## src/sv/tfdc_pkg.sv

```systemverilog
`default_nettype none

package tfdc_pkg;

  localparam int unsigned WordW       = 16;
  localparam int unsigned LenW        = 14;
  localparam int unsigned MaxDataWords = 2048;
  localparam int unsigned CountW      = $clog2(MaxDataWords);
  localparam int unsigned IndexW      = 11;
  localparam int unsigned KindW       = 3;

  typedef enum logic [KindW-1:0] {
    KIND_DATA    = 3'd0,
    KIND_DONE    = 3'd1,
    KIND_BADSUM  = 3'd2,
    KIND_NOLEN   = 3'd3,
    KIND_BADFLAG = 3'd4,
    KIND_RANGE   = 3'd5
  } kind_e;

  localparam logic [1:0] FLAGS_CSUM = 2'b00;
  localparam logic [1:0] FLAGS_NOCS = 2'b01;
  localparam logic [1:0] FLAGS_BAD  = 2'b10;
  localparam logic [1:0] FLAGS_NOLEN = 2'b11;

  // Decoded header word.
  typedef struct packed {
    logic              err;
    kind_e             err_kind;
    logic              has_csum;
    logic [CountW-1:0] count;
  } hdr_t;

endpackage

`default_nettype wire

```

## src/sv/tfdc_in_if.sv

```systemverilog
`default_nettype none

interface tfdc_in_if;
  import tfdc_pkg::*;
  logic             valid;
  logic             ready;
  logic [WordW-1:0] word_in;

  modport source (output valid, output word_in, input ready);
  modport sink   (input valid, input word_in, output ready);
endinterface

`default_nettype wire

```

## src/sv/tfdc_out_if.sv

```systemverilog
`default_nettype none

interface tfdc_out_if;
  import tfdc_pkg::*;
  logic              valid;
  logic              ready;
  logic [KindW-1:0]  kind;
  logic [7:0]        tag_mode;
  logic [7:0]        tag_submode;
  logic [WordW-1:0]  data_word;
  logic [IndexW-1:0] word_index;
  logic              last;

  modport source (output valid, output kind, output tag_mode, output tag_submode,
                  output data_word, output word_index, output last, input ready);
  modport sink   (input valid, input kind, input tag_mode, input tag_submode,
                  input data_word, input word_index, input last, output ready);
endinterface

`default_nettype wire

```

## src/sv/tfdc_hdr_dec.sv

```systemverilog
`default_nettype none

module tfdc_hdr_dec
  import tfdc_pkg::*;
(
  input  wire logic [WordW-1:0] word_i,
  output hdr_t                  hdr_o
);

  logic [1:0]    flags;
  logic [LenW-1:0] len;
  logic [LenW:0] diff;
  logic [LenW:0] overhead;

  assign flags    = word_i[WordW-1 -: 2];
  assign len      = word_i[LenW-1:0];
  assign overhead = (flags == FLAGS_CSUM) ? (LenW+1)'(3) : (LenW+1)'(2);
  // Borrow out of the subtract flags a length shorter than the overhead.
  assign diff     = {1'b0, len} - overhead;

  always_comb begin
    hdr_o.err      = 1'b0;
    hdr_o.err_kind = KIND_RANGE;
    hdr_o.has_csum = (flags == FLAGS_CSUM);
    hdr_o.count    = diff[CountW-1:0];
    case (flags)
      FLAGS_NOLEN: begin
        hdr_o.err      = 1'b1;
        hdr_o.err_kind = KIND_NOLEN;
      end
      FLAGS_BAD: begin
        hdr_o.err      = 1'b1;
        hdr_o.err_kind = KIND_BADFLAG;
      end
      FLAGS_CSUM, FLAGS_NOCS: begin
        if (diff[LenW] || (diff[LenW-1:0] > LenW'(MaxDataWords - 1))) begin
          hdr_o.err      = 1'b1;
          hdr_o.err_kind = KIND_RANGE;
        end
      end
      default: begin
        hdr_o.err = 1'b1;
      end
    endcase
  end

endmodule

`default_nettype wire

```

## src/sv/tagged_field_deframer_checksum_unit.sv

```systemverilog
`default_nettype none
// Results: a word is held in the input register, and its result then goes to the result
//   register; header and tag words that give no result just update state.
// Throughput: one word per cycle, sustained while the result side takes results.
// Reset: rst_ni low clears both stages and the field state; the block then
//   waits for a header word.

module tagged_field_deframer_checksum_unit
  import tfdc_pkg::*;
(
  input  wire logic   clk_i,
  input  wire logic   rst_ni,
  tfdc_in_if.sink     in_i,
  tfdc_out_if.source  out_o
);

  localparam logic [1:0] PH_HEADER = 2'd0;
  localparam logic [1:0] PH_TAG    = 2'd1;
  localparam logic [1:0] PH_DATA   = 2'd2;
  localparam logic [1:0] PH_CSUM   = 2'd3;

  logic             in_valid_q;
  logic [WordW-1:0] in_word_q;
  logic             fire;

  logic [1:0]        phase_q, phase_d;
  logic              has_csum_q, has_csum_d;
  logic [CountW-1:0] left_q, left_d;
  logic [WordW-1:0]  sum_q, sum_d;
  logic [WordW-1:0]  tag_q, tag_d;
  logic [IndexW-1:0] index_q, index_d;

  logic              res_valid;
  kind_e             res_kind;
  logic [WordW-1:0]  res_tag;
  logic [WordW-1:0]  res_data;
  logic [IndexW-1:0] res_index;
  logic              res_last;

  logic              out_valid_q;
  logic [KindW-1:0]  out_kind_q;
  logic [WordW-1:0]  out_tag_q;
  logic [WordW-1:0]  out_data_q;
  logic [IndexW-1:0] out_index_q;
  logic              out_last_q;

  hdr_t hdr;

  tfdc_hdr_dec u_hdr_dec (
    .word_i (in_word_q),
    .hdr_o  (hdr)
  );

  assign fire       = in_valid_q && (!out_valid_q || out_o.ready);
  assign in_i.ready = !in_valid_q || fire;

  always_ff @(posedge clk_i or negedge rst_ni) begin
    if (!rst_ni) begin
      in_valid_q <= 1'b0;
    end else if (in_i.valid && in_i.ready) begin
      in_valid_q <= 1'b1;
    end else if (fire) begin
      in_valid_q <= 1'b0;
    end
  end

  always_ff @(posedge clk_i) begin
    if (in_i.valid && in_i.ready) begin
      in_word_q <= in_i.word_in;
    end
  end

  always_comb begin
    logic [WordW-1:0]  sum_add;
    logic [CountW-1:0] left_dec;
    sum_add    = sum_q + in_word_q;
    left_dec   = (left_q == '0) ? '0 : left_q - CountW'(1);
    phase_d    = phase_q;
    has_csum_d = has_csum_q;
    left_d     = left_q;
    sum_d      = sum_q;
    tag_d      = tag_q;
    index_d    = index_q;
    res_valid  = 1'b0;
    res_kind   = KIND_DONE;
    res_tag    = tag_q;
    res_data   = '0;
    res_index  = '0;
    res_last   = 1'b1;
    case (phase_q)
      PH_HEADER: begin
        if (hdr.err) begin
          res_valid = 1'b1;
          res_kind  = hdr.err_kind;
          res_tag   = '0;
        end else begin
          has_csum_d = hdr.has_csum;
          left_d     = hdr.count;
          sum_d      = hdr.has_csum ? in_word_q : '0;
          index_d    = '0;
          phase_d    = PH_TAG;
        end
      end
      PH_TAG: begin
        tag_d = in_word_q;
        if (has_csum_q) begin
          sum_d = sum_add;
        end
        if (left_q != '0) begin
          phase_d = PH_DATA;
        end else if (has_csum_q) begin
          phase_d = PH_CSUM;
        end else begin
          phase_d   = PH_HEADER;
          res_valid = 1'b1;
          res_tag   = in_word_q;
        end
      end
      PH_DATA: begin
        if (has_csum_q) begin
          sum_d = sum_add;
        end
        index_d   = index_q + IndexW'(1);
        left_d    = left_dec;
        res_valid = 1'b1;
        res_kind  = KIND_DATA;
        res_data  = in_word_q;
        res_index = index_q;
        res_last  = 1'b0;
        if (left_dec == '0) begin
          if (has_csum_q) begin
            phase_d = PH_CSUM;
          end else begin
            phase_d  = PH_HEADER;
            res_last = 1'b1;
          end
        end
      end
      PH_CSUM: begin
        sum_d     = sum_add;
        phase_d   = PH_HEADER;
        res_valid = 1'b1;
        res_kind  = (sum_add == '0) ? KIND_DONE : KIND_BADSUM;
      end
      default: begin
        phase_d = PH_HEADER;
      end
    endcase
  end

  // Advance field state only when the word leaves the input register.
  always_ff @(posedge clk_i or negedge rst_ni) begin
    if (!rst_ni) begin
      phase_q    <= PH_HEADER;
      has_csum_q <= 1'b0;
      left_q     <= '0;
      sum_q      <= '0;
      tag_q      <= '0;
      index_q    <= '0;
    end else if (fire) begin
      phase_q    <= phase_d;
      has_csum_q <= has_csum_d;
      left_q     <= left_d;
      sum_q      <= sum_d;
      tag_q      <= tag_d;
      index_q    <= index_d;
    end
  end

  always_ff @(posedge clk_i or negedge rst_ni) begin
    if (!rst_ni) begin
      out_valid_q <= 1'b0;
    end else if (fire) begin
      out_valid_q <= res_valid;
    end else if (out_o.ready) begin
      out_valid_q <= 1'b0;
    end
  end

  always_ff @(posedge clk_i) begin
    if (fire && res_valid) begin
      out_kind_q  <= res_kind;
      out_tag_q   <= res_tag;
      out_data_q  <= res_data;
      out_index_q <= res_index;
      out_last_q  <= res_last;
    end
  end

  assign out_o.valid       = out_valid_q;
  assign out_o.kind        = out_kind_q;
  assign out_o.tag_mode    = out_tag_q[15:8];
  assign out_o.tag_submode = out_tag_q[7:0];
  assign out_o.data_word   = out_data_q;
  assign out_o.word_index  = out_index_q;
  assign out_o.last        = out_last_q;

endmodule

`default_nettype wire

```

## src/flat_wrapper.sv

```systemverilog
// flat-port wrapper written by rule: the top's interface ports become plain ports
module tagged_field_deframer_checksum_unit_flat import tfdc_pkg::*;
  (clk_i, rst_ni, in_i_valid, in_i_word_in, in_i_ready, out_o_valid, out_o_kind, out_o_tag_mode, out_o_tag_submode, out_o_data_word, out_o_word_index, out_o_last, out_o_ready);
  tfdc_in_if in_i_i ();
  tfdc_out_if out_o_i ();
  input  wire logic clk_i;
  input  wire logic rst_ni;
  input wire logic [$bits(in_i_i.valid)-1:0] in_i_valid;
  input wire logic [$bits(in_i_i.word_in)-1:0] in_i_word_in;
  output wire logic [$bits(in_i_i.ready)-1:0] in_i_ready;
  output wire logic [$bits(out_o_i.valid)-1:0] out_o_valid;
  output wire logic [$bits(out_o_i.kind)-1:0] out_o_kind;
  output wire logic [$bits(out_o_i.tag_mode)-1:0] out_o_tag_mode;
  output wire logic [$bits(out_o_i.tag_submode)-1:0] out_o_tag_submode;
  output wire logic [$bits(out_o_i.data_word)-1:0] out_o_data_word;
  output wire logic [$bits(out_o_i.word_index)-1:0] out_o_word_index;
  output wire logic [$bits(out_o_i.last)-1:0] out_o_last;
  input wire logic [$bits(out_o_i.ready)-1:0] out_o_ready;
  assign in_i_i.valid = in_i_valid;
  assign in_i_i.word_in = in_i_word_in;
  assign in_i_ready = in_i_i.ready;
  assign out_o_valid = out_o_i.valid;
  assign out_o_kind = out_o_i.kind;
  assign out_o_tag_mode = out_o_i.tag_mode;
  assign out_o_tag_submode = out_o_i.tag_submode;
  assign out_o_data_word = out_o_i.data_word;
  assign out_o_word_index = out_o_i.word_index;
  assign out_o_last = out_o_i.last;
  assign out_o_i.ready = out_o_ready;
  tagged_field_deframer_checksum_unit u_core (.clk_i(clk_i), .rst_ni(rst_ni), .in_i(in_i_i), .out_o(out_o_i));
endmodule
```

## config.mk

```make
export PLATFORM = sky130hd
export DESIGN_NAME = tagged_field_deframer_checksum_unit_flat
export DESIGN_NICKNAME = d
export VERILOG_FILES = /design/src/sv/tfdc_pkg.sv /design/src/sv/tfdc_in_if.sv /design/src/sv/tfdc_out_if.sv /design/src/sv/tfdc_hdr_dec.sv /design/src/sv/tagged_field_deframer_checksum_unit.sv /design/src/flat_wrapper.sv
export SDC_FILE = /design/constraint.sdc
export NUM_CORES = 1
export LEC_CHECK = 0
export BUFFER_PORTS_ARGS = -buffer_cell sky130_fd_sc_hd__buf_2
export CAP_MARGIN = 40
export CORE_MARGIN = 2
export CORE_UTILIZATION = 35
export CTS_CLUSTER_SIZE = 24
export DETAILED_ROUTE_END_ITERATION = 12
export SLEW_MARGIN = 10
export SYNTH_ARGS = -nofsm -noshare
export SYNTH_HDL_FRONTEND = slang
export SYNTH_SLANG_ARGS = --single-unit
export TNS_END_PERCENT = 10
```

## constraint.sdc

```tcl
create_clock -name clk_i -period 4.9 [get_ports clk_i]
set_clock_uncertainty 0.2 [all_clocks]
set_input_delay 1.225 -clock clk_i [delete_from_list [all_inputs] [get_ports clk_i]]
set_output_delay 1.225 -clock clk_i [all_outputs]
set_load 0.01 [all_outputs]
```

==> metrics.txt <==
number of instances in the placed design 900; weighted congestion at the end of routability-driven global placement 0.872; Total Wirelength 16,900 um; Final HPWL DP 11,900 um; number of enable flip-flop cells after synthesis 63; transition time of the tightest slew-check pin 0.770 ns; iteration count of the initial detailed-routing pass 5; power share of the combinational group just over 40%; Final Instance Count excl. Fillers about 930; yosys warns 0; Sw Ratio a little under two fifths; delay contributed by the slowest stage of the critical path 0.66 ns; post-DR wirelength/cell between 15 and 20 um; final clock period utilization by the worst path approximately four fifths; Die Footprint 19,700 um2; R2R setup slack between 0.9 and 1 ns; net count of the mapped netlist 664; sort of element at the start of the critical path flip-flop; maximum number of pins on one net before global-route repair 39; Buffers on Ports 68; classification of the worst setup path reg -> reg; fraction of synthesis flops using an asynchronous set or reset pin about half; I/O pin count 69; Max Freq 250 MHz; starting utilization of the core area 35.9%; clock period minus worst slack 4.00 ns; nature of the critical path endpoint flip-flop; Final setup viols 0; area inside the core boundary 18,100 um2; number of buffer and inverter instances along the worst setup path 3; largest cells by area after synthesis edfxtp_1 (29%), dfrtp_1 (23%), ha_1 (4.8%); initial antenna violation count 0; area added between synthesis and finish 19.2%; internal power summed over all cells 3320 uW; overflow left after global routing 0; die span in x 140 um; clock slew seen by the registers of the worst setup and hold paths around 0.06 ns; Gate Count Post-Synth a little over 600; DR vias 5,203; post-cts resize count 0; commonest cells in the synthesized netlist edfxtp_1 (63), dfrtp_1 (59), nor2_1 (51); endpoints failing hold 0; synthesized flop and latch total between 100 and 150; most common flop cell mapped by yosys edfxtp_1; worst IR drop on VDD 289 uV; clock share of power 25.1%; max-slew headroom at the worst pin 47.9%; largest area contributor in the netlist edfxtp_1; number of standard-cell rows in the floorplan 49; diodes inserted 0; type of the tightest min-delay check reg -> reg; Clock Root Buffer clkbuf_16; # DRC 0; TritonCTS Buffers 17; clock tree from TritonCTS yes; layout cells sized above 1 19.7%; cells on worst reg2reg path 11; Detail Route Antenna Nets 0; sequential cell area fraction in the yosys report 51.7%; ratio of total power to cell area between 600 and 700 nW/um2; Slew Limit Fails 0; H-tree levels 4; first-iteration detailed-routing DRC count 429; distinct cell type count after synthesis 66; ratio of routed vias to standard cells 5.58; mapped cell area roughly 6500 um2; slowest cell on the critical path nor4b_1; post-synth top area share between 20% and 30%; switching power of the nets between 2000 and 2500 uW; clock tree buffer depth 2; later-pin clock latency in the skew report between 0.4 and 0.5 ns; critical path data required time 4.75 ns; Die Height 140 um; vias in the first global route 5,053; LEAKAGE 0.00318 uW; Final #Nets 737; Arr. time, crit path 3.85 ns; wire length of the first global-routing pass 27,100 um; total of max-cap violations 0; share of power burned in registers roughly a third; run status finished, final reports clean; post-route setup TNS 0 ns; cell with the most instances after synthesis edfxtp_1; crit-path max FO 38; hold buffer count at cts 0; Hold Path Depth 2; Sinks on Clock Net about 120; Post CTS Setup Buffer Count 0; Avg Synthesized Cell Area 10.6 um2; instance count on the critical path 11; largest delay contributor family on the critical path simple AND/OR/NAND/NOR gates; unrepaired setup endpoints after global routing false; overall routing resource usage 17.6%; chain of cells forming the critical path inv_1 -> ha_1 -> nor4b_1 -> nand3_1 -> nor2_1 -> nand2_1 -> nor2_1 -> buf_4 -> or4_1 -> and3_2 -> buf_4
-- logic make-up after synthesis --
logic type	count (synthesis)	synth area share, %
buffers and inverters	51	3.13
and+or+nand+nor	204	16.2
muxes	18	3.03
AOI/OAI and AO/OA	177	18.2
DFF	122	51.7
xor gates and xnor gates	20	2.69
adders and majority gates	26	5.10
-- state kept, by name, indices dropped and copies added, names as in the netlist --
name / flops
u_core.out_o.valid: 1
u_core.in_valid_q: 1
u_core.out_o.last: 1
u_core.phase_q: 2
u_core.has_csum_q: 1
u_core.out_o.word_index: 11
u_core.out_o.data_word: 16
u_core.tag_q: 16
u_core.sum_q: 16
u_core.index_q: 11
u_core.left_q: 11
u_core.out_tag_q: 16
u_core.out_o.kind: 3
u_core.in_word_q: 16
-- cells in the final DEF, fill, tap and decap left out, types with 3 or more instances in the layout --
cell type and n:
nor2_1 51, mux2_2 14, inv_6 3, inv_1 22
o21a_1 7, bufinv_16 4, o21ai_0 41, nand3_1 28
mux2i_1 4, a31oi_1 7, o211ai_1 7, buf_2 68
a211oi_1 6, xor2_1 8, a21o_1 5, a22o_1 19
clkinvlp_4 3, clkbuf_16 17, nor3_1 10, or3_1 9
dfrtp_1 59, or2_2 4, or4_1 4, nor4b_1 3
edfxtp_1 63, o22ai_1 3, ha_1 25, a211o_1 6
nor2b_1 3, o31ai_1 5, xnor2_1 12, a21oi_1 40
nand4_1 3, nand2_1 41, buf_4 12, and2_1 25
nand2b_1 7
-- layout make-up --
class | instances | area [um2]
clock buffers | 19 | 443
clock inverters | 13 | 191
fillers | 1751 | 10400
inverters | 24 | 90.1
multi-input cells | 445 | 2950
flip-flops and latches | 122 | 3370
well taps | 229 | 287
repair buffers | 81 | 445
-- worst min-delay path, stage by stage, from the launching register on --
cell	delay, ns
dfrtp_1	0.34
nand2_1	0.05
o21ai_0	0.06
-- path summary, 6_finish.rpt --
path,endpoint,from
worst max-delay path,u_core.out_o.data_word[11],u_core.left_q[0]
worst min-delay path,u_core.tag_q[1],u_core.tag_q[1]
worst max register to register,u_core.out_o.data_word[11],u_core.left_q[0]
worst min register to register,u_core.tag_q[1],u_core.tag_q[1]
max in group asynchronous,u_core.sum_q[12],rst_ni
min in group asynchronous,u_core.index_q[9],rst_ni
-- routing by layer --
| metal | wire (um) | up-vias | share of wire, % | track usage, % |
|---|---|---|---|---|
| met2 | 7560 | 204 | 45 | 27.3 |
| li1 | - | 2453 | - | - |
| met5 | 0 | - | 0 | 0 |
| met1 | 8200 | 2525 | 49 | 25.0 |
| met3 | 915 | 21 | 5.4 | 3.08 |
| met4 | 229 | 0 | 1.4 | 5.84 |
-- power by group through the flow --
stage | clock, uW | sequential, uW | combinational [uW]
floorplan | 0 | 1840 | 1510
global placement | 0 | 1820 | 2140
detailed placement | 0 | 1830 | 2170
CTS | 1360 | 1820 | 2180
global route | 1410 | 1870 | 2440
finish | 1340 | 1820 | 2200
-- through the flow --
| step | setup WS [ns] | power (uW) | instance area (um2) | hold WS [ns] | utilization [%] |
|---|---|---|---|---|---|
| global route | 0.588 | 5720 | 7770 | 0.315 | 42.8 |
| CTS | 0.908 | 5370 | 7760 | 0.288 | 42.8 |
| detailed placement | 0.981 | 4010 | 7120 | 0.275 | 39.3 |
| floorplan | 0.903 | 3350 | 6520 | 0.251 | - |
| global placement | 1.07 | 3960 | 7120 | 0.271 | 39.2 |
| finish | 0.903 | 5370 | 7770 | 0.285 | 42.8 |
(Power assumes the default switching activity.)
